==> src/mcs_pkg.sv <==
// shared types and constants of the memory-to-memory step unit
// no dependencies; used by the interfaces, the serial alu and the top level
package mcs_pkg;

	localparam int ADDR_BITS = 15;
	localparam int WORD_W    = 16;
	localparam int DIGIT_W   = 4;
	localparam int DIGITS    = WORD_W / DIGIT_W;
	localparam int MEM_WORDS = 1 << ADDR_BITS;
	localparam int FIELD_W   = 12;
	localparam int OPC_W     = 4;
	localparam int KIND_W    = 2;
	localparam int ADDR_IN_W = 15;

	typedef logic [WORD_W-1:0]    word_t;
	typedef logic [ADDR_BITS-1:0] addr_t;

	typedef enum logic [KIND_W-1:0] {
		KIND_WRITE = 2'd0,
		KIND_READ  = 2'd1,
		KIND_STEP  = 2'd2,
		KIND_NONE  = 2'd3
	} kind_t;

	typedef enum logic [OPC_W-1:0] {
		OP_MV  = 4'd0,
		OP_XG  = 4'd1,
		OP_AD  = 4'd2,
		OP_SB  = 4'd3,
		OP_AND = 4'd4,
		OP_OR  = 4'd5,
		OP_XOR = 4'd6,
		OP_SR  = 4'd7,
		OP_SL  = 4'd8,
		OP_SA  = 4'd9,
		OP_MI  = 4'd10,
		OP_MD  = 4'd11,
		OP_JG  = 4'd12,
		OP_JL  = 4'd13,
		OP_JQ  = 4'd14,
		OP_HLT = 4'd15
	} op_t;

	typedef enum logic [2:0] {
		FN_ADD,
		FN_SUB,
		FN_AND,
		FN_OR,
		FN_XOR
	} alu_fn_t;

	typedef struct packed {
		logic    start;
		alu_fn_t fn;
	} alu_ctl_t;

	typedef struct packed {
		logic done;
		logic carry;
		logic eq;
	} alu_sts_t;

endpackage

==> src/mcs_alu.sv <==
// nibble-serial alu: add, subtract and logic ops, one digit per cycle
// depends on mcs_pkg
module mcs_alu (
	input  logic                      clk,
	input  logic                      arst_n,
	input  mcs_pkg::alu_ctl_t         ctl,
	input  logic [mcs_pkg::WORD_W-1:0] a,
	input  logic [mcs_pkg::WORD_W-1:0] b,
	output mcs_pkg::alu_sts_t         sts,
	output logic [mcs_pkg::WORD_W-1:0] result
);
	import mcs_pkg::*;

	localparam int CNT_W = $clog2(DIGITS);

	word_t              a_q, b_q, res_q;
	alu_fn_t            fn_q;
	logic               carry_q, eq_q, busy_q, done_q;
	logic [CNT_W-1:0]   cnt_q;
	logic [DIGIT_W-1:0] b_dig, dig;
	logic [DIGIT_W:0]   sum;

	always_comb begin
		b_dig = (fn_q == FN_SUB) ? ~b_q[DIGIT_W-1:0] : b_q[DIGIT_W-1:0];
		sum   = {1'b0, a_q[DIGIT_W-1:0]} + {1'b0, b_dig} + {{DIGIT_W{1'b0}}, carry_q};
		unique case (fn_q)
			FN_AND:  dig = a_q[DIGIT_W-1:0] & b_q[DIGIT_W-1:0];
			FN_OR:   dig = a_q[DIGIT_W-1:0] | b_q[DIGIT_W-1:0];
			FN_XOR:  dig = a_q[DIGIT_W-1:0] ^ b_q[DIGIT_W-1:0];
			default: dig = sum[DIGIT_W-1:0];
		endcase
	end

	always_ff @(posedge clk or negedge arst_n) begin
		if (!arst_n) begin
			busy_q <= 1'b0;
			done_q <= 1'b0;
			cnt_q  <= '0;
		end else if (ctl.start) begin
			busy_q <= 1'b1;
			done_q <= 1'b0;
			cnt_q  <= '0;
		end else if (busy_q) begin
			cnt_q <= cnt_q + 1'b1;
			if (cnt_q == CNT_W'(DIGITS - 1)) begin
				busy_q <= 1'b0;
				done_q <= 1'b1;
			end
		end else begin
			done_q <= 1'b0;
		end
	end

	// datapath, low digit first
	always_ff @(posedge clk) begin
		if (ctl.start) begin
			a_q     <= a;
			b_q     <= b;
			fn_q    <= ctl.fn;
			carry_q <= (ctl.fn == FN_SUB);
			eq_q    <= 1'b1;
		end else if (busy_q) begin
			a_q     <= a_q >> DIGIT_W;
			b_q     <= b_q >> DIGIT_W;
			res_q   <= {dig, res_q[WORD_W-1:DIGIT_W]};
			carry_q <= sum[DIGIT_W];
			eq_q    <= eq_q && (a_q[DIGIT_W-1:0] == b_q[DIGIT_W-1:0]);
		end
	end

	assign sts.done  = done_q;
	assign sts.carry = carry_q;
	assign sts.eq    = eq_q;
	assign result    = res_q;
endmodule

==> config.mk <==
export PLATFORM = sky130hd
export DESIGN_NAME = mcs_alu
export DESIGN_NICKNAME = d
export VERILOG_FILES = /design/src/mcs_pkg.sv /design/src/mcs_alu.sv
export SDC_FILE = /design/constraint.sdc
export NUM_CORES = 1
export LEC_CHECK = 0
export BUFFER_PORTS_ARGS = -buffer_cell sky130_fd_sc_hd__clkbuf_2
export CORE_ASPECT_RATIO = 1.1
export CORE_UTILIZATION = 49
export CTS_CLUSTER_DIAMETER = 30
export DETAILED_ROUTE_END_ITERATION = 12
export HOLD_SLACK_MARGIN = 0.05
export PLACE_DENSITY_LB_ADDON = 0.12
export SYNTH_ARGS = -nofsm -noshare
export SYNTH_HDL_FRONTEND = slang
export SYNTH_SLANG_ARGS = --single-unit
==> constraint.sdc <==
create_clock -name clk -period 2.3 [get_ports clk]
set_input_delay 0.23 -clock clk [delete_from_list [all_inputs] [get_ports clk]]
set_output_delay 0.23 -clock clk [all_outputs]
set_load 0.005 [all_outputs]
# After elaboration in Yosys (flattened, before gate mapping)
# Index checks and enable logic that the tools add are counted.
# W data, S select, Z words.
[word_totals]
input_bits = 38
regBits = 57
word_cells = 44
out_inout_bits = 19
[op_classes]
addsub = 3
mux = 16
reduce_logical = 3
n_eq_ne = 8
bitwise = 5
[op_table]
columns = ["cell", "n"]
rows = [
  ["$mux W16", 4],
  ["$pmux W4 S3", 1],
  ["$mux W1", 8],
  ["$eq A3 B1 Y1 const B", 2],
  ["$eq A3 B2 Y1 const B", 2],
  ["$add A4 B4 Y5", 1],
  ["$add A5 B1 Y5", 1],
  ["$and A4 B4 Y4", 1],
  ["$eq A4 B4 Y1", 1],
  ["$mux W2", 2],
  ["$mux W4", 1],
  ["$not A4 Y4", 1],
  ["$or A4 B4 Y4", 1],
  ["$xor A4 B4 Y4", 1],
  ["$eq A3 B3 Y1 const B", 1],
  ["$ne A3 B2 Y1 const B", 1],
  ["$add A2 B1 Y2 const B", 1],
  ["$eq A2 B2 Y1 const B", 1],
  ["$reduce_and A2 Y1", 1],
  ["$reduce_bool A2 Y1", 1],
  ["$logic_and A1 B1 Y1", 1],
  ["$not A1 Y1", 1],
]

# Depth between registers and ports, before layout
[depth]
depth_word = 6
mapped_depth = 8
mapped_depth_nobuf = 7

# Worst setup path before layout
# Ideal clock, no wire load.
[synth_timing]
kind = "register to register"
startpoint = "register fn_q[1]"
endpoint = "register res_q[13], in the netlist result[13], data pin"
path_slack_ns = -0.136
setup_ns = 0.262
synth_period_minus_slack_ns = 2.436
path_stages_with_launch = 9
n_path_buf = 1
t_arrival_ns = 2.173
required_ns = 2.038
path_cell_list = "edfxtp_1 > buf_6 > nor3b_4 > xnor2_1 > fa_1 > fa_1 > nor2b_1 > a211oi_1 > a21oi_1"
[synth_between]
elab_chain_cells = 5
word_cells_on_any_way = 8
cone_classes = "2 x add/sub; 4 x eq/ne; 2 x mux"
[synth_rtl]
columns = ["element", "line_no", "source"]
rows = [
  ["start, declared", "mcs_alu.sv:17", "alu_fn_t fn_q;"],
  ["start signal, assigned", "mcs_alu.sv:59", "fn_q <= ctl.fn;"],
  ["$eq A3 B1 Y1", "mcs_alu.sv:24", "b_dig = (fn_q == FN_SUB) ? ~b_q[DIGIT_W-1:0] : b_q[DIGIT_W-1:0];"],
  ["$mux W4", "mcs_alu.sv:24", ""],
  ["$add A4 B4 Y5", "mcs_alu.sv:25", "sum = {1'b0, a_q[DIGIT_W-1:0]} + {1'b0, b_dig} + {{DIGIT_W{1'b0}}, carry_q};"],
  ["$add A5 B1 Y5", "mcs_alu.sv:25", ""],
  ["$pmux W4 S3 (*)", "mcs_alu.sv:26", "unique case (fn_q)"],
  ["net dig[1]", "mcs_alu.sv:20", "logic [DIGIT_W-1:0] b_dig, dig;"],
  ["end signal, assigned", "mcs_alu.sv:65", "res_q <= {dig, res_q[WORD_W-1:DIGIT_W]};"],
  ["end, declared", "mcs_alu.sv:16", "word_t a_q, b_q, res_q;"],
]
# Mark *: on every way through the listed nets, which the timed path passes. The rest lies on a longest branch.
# A chain may end at the register's enable or synchronous reset.

# Worst setup path after layout
[layout_timing]
startpoint = "register fn_q[2]"
endpoint = "register res_q[14], in the netlist result[14], data pin"
# The elaborated chain is that of the path after synthesis.

==> impl_metrics.json <==
{
  "status": "finished clean",
  "p_total_mw": 2.67,
  "final_common_cell": "clkbuf_2",
  "cp.arrival_ns": 2.26,
  "clockBufferDepth": 2,
  "synth_area_leaders": "edfxtp_1 59%, mux2_2 10%, ha_1 5.7%, dfrtp_1 3.8%, xnor2_1 2.0%",
  "cts-root-buf": "clkbuf_8",
  "yosys_warnings": 0,
  "timing.fmax_ghz": 0.456,
  "synthCells": 172,
  "grt_max_degree": 34,
  "reg2reg_depth": 7,
  "drtAntennaViolNets": 0,
  "fin_worst_skew_ns": 0.00548,
  "viasPerCell": 4.94,
  "drt_wl_total_mm": 4.36,
  "period_share_pct": 95.4,
  "maxCapViolCount": 0,
  "remaining_drc_errors": 0,
  "start_util_pct": 52.0,
  "avgSynthCellArea_um2": 15.4,
  "antenna_found_initial": 0,
  "syn_to_final_growth_pct": 21.4,
  "r2r_end": "result[14]",
  "die_area_um2": 5710,
  "synth_area_um2": 2650,
  "worst_setup_path_start_kind": "flip-flop",
  "path_class": "reg -> reg",
  "dr.pass1.iters": 4,
  "grt_pass1_wl_mm": 7.17,
  "grt_remaining_overflow": 0,
  "port-buffer-count": 56,
  "hp-start": "ctl[1]",
  "core_area_um2": 5100,
  "num-nets-final": 290,
  "ys_ff_latch": 57,
  "synth.distinct_cells": 36,
  "ys_seq_area_share_pct": 63.4,
  "drive_above_1_share_pct": 45.7,
  "cts.clk_slew.worst_paths_ns": 0.06,
  "yosysTopAreaCell": "edfxtp_1",
  "io_pins": 57,
  "post-route-min-period_ns": 2.20,
  "cp-end-kind": "flip-flop",
  "relSlewSlack_pct": 48.8,
  "cts_buffers": 9,
  "hold_class": "in -> reg",
  "reg2reg_setup_slack_ns": 0.10,
  "hpwlAfterDp_mm": 3.19,
  "grt_pass1_vias": 1525,
  "postCtsSetupBuffers": 0,
  "grt_usage_pct": 17.0,
  "drt_iter0_drc": 81,
  "setup_violations": 0,
  "timing.rr.start": "fn_q[2]",
  "p_per_area_nw_per_um2": 829,
  "cp-endpoint": "result[14]",
  "cts.sinks": 57,
  "cp-startpoint": "fn_q[2]",
  "syn-num-nets": 224,
  "worst_pin_slew_ns": 0.768,
  "clock_latency_ns": 0.32,
  "rows": 27,
  "required_ns": 2.37,
  "cts_tree": "built",
  "cp_max_fo": 2,
  "die_w_um": 72.1,
  "synthDominantCellAreaShare_pct": 58.9,
  "hold_violations": 0,
  "die_height_um": 79.1,
  "place_congestion": 0.776,
  "wl_per_cell_um": 13.8,
  "leakage_nw": 1.39,
  "slew_violations": 0,
  "layout_common_cells": "56 x clkbuf_2, 52 x edfxtp_1, 24 x mux2_2",
  "peakVddDrop_mv": 0.493,
  "holdWs_ns": 0.108,
  "h-tree-depth": 3,
  "vias": 1555,
  "diodes": 0
}
-- through the flow --
step / cells / area (um^2) / setup TNS [ns] / worst slack (ns) / util (%)
floorplan: 172 / 2660 / -0.194 / -0.0908 / -
global placement: 298 / 3020 / 0 / 0.129 / 59.2
detailed placement: 298 / 3020 / 0 / 0.0530 / 59.2
CTS: 315 / 3190 / 0 / 0.0520 / 62.6
global route: 315 / 3220 / -0.00767 / -0.00767 / 63.1
finish: 315 / 3220 / 0 / 0.105 / 63.1
-- worst min path at each step --
| stage | cells after the start | endpoint | slack [ns] |
|---|---|---|---|
| 4_1_cts | 1 | fn_q[1] | 0.09 |
| 2_1_floorplan | 0 | busy_q | -0.07 |
| 5_1_grt | 1 | fn_q[1] | 0.10 |
| 3_3_place_gp | 1 | cnt_q[0] | 0.03 |
| 3_5_place_dp | 1 | cnt_q[0] | 0.04 |
| 6_report | 1 | fn_q[1] | 0.11 |
-- synth_stat cells (all sizes together) --
master and number:
nor2 7, a21oi 5, ha 12, edfxtp 52
or2 2, a211o 1, nor2b 2, fa 2
nor3b 1, mux2i 4, xnor2 6, a21o 4
a21boi 1, buf 9, and2 8, o41ai 1
o21ai 1, xor2 1, dfxtp 1, nand2 3
a211oi 1, or3 2, clkbuf 1, inv 10
a31oi 1, a22oi 1, dfrtp 4, mux2 24
o32ai 1, o21a 2, o211ai 2
-- cell type report --
cell class | count | area (um^2)
clock buffers | 13 | 149
clock inverters | 3 | 17.5
fillers | 404 | 1880
inverters | 10 | 37.5
multi-input cells | 95 | 892
flip-flops and latches | 57 | 1680
well taps | 72 | 90.1
repair buffers | 65 | 350
-- cell families after synthesis --
kind of cell,count (synthesis),synth area share (%)
mux,28,11.7
buf+inv,20,4.01
flops,57,63.4
fa+ha+maj,14,7.17
simple gates,25,5.71
compound gates,21,5.66
xor+xnor,7,2.31
-- per-layer routing --
metal  global-route usage, %  vias to the layer above  wire length (um)
met5                       0                        -                 0
met4                    8.43                        0                37
met3                    5.20                        4               256
met2                    27.3                       52              2230
met1                    20.5                      740              1830
li1                        -                      759                 -
-- sequential cells by signal, summed over array words and instances, names as in the netlist --
name,flops
fn_q,3
eq_q,1
carry_q,1
done_q,1
b_q,16
cnt_q,2
a_q,16
busy_q,1
result,16
-- critical path, stage by stage (launching register included) --
cell      delay [ns]
edfxtp_1        0.43
nor3b_4         0.27
xnor2_2         0.10
fa_2            0.37
fa_2            0.35
xor2_1          0.17
o211ai_1        0.16
o21ai_1         0.08
-- report_power, final --
| part | switching, mW | internal (mW) | total, mW |
|---|---|---|---|
| sequential | 0.0713 | 1.31 | 1.39 |
| combinational | 0.239 | 0.262 | 0.501 |
| clock | 0.362 | 0.417 | 0.779 |
-- timing repair --
action,CTS,global route
gates resized for setup,0,4
hold buffers,1,0
setup endpoints to repair,0,4
endpoints found under the hold margin,4,0
Power figures use the tool's default switching activity.
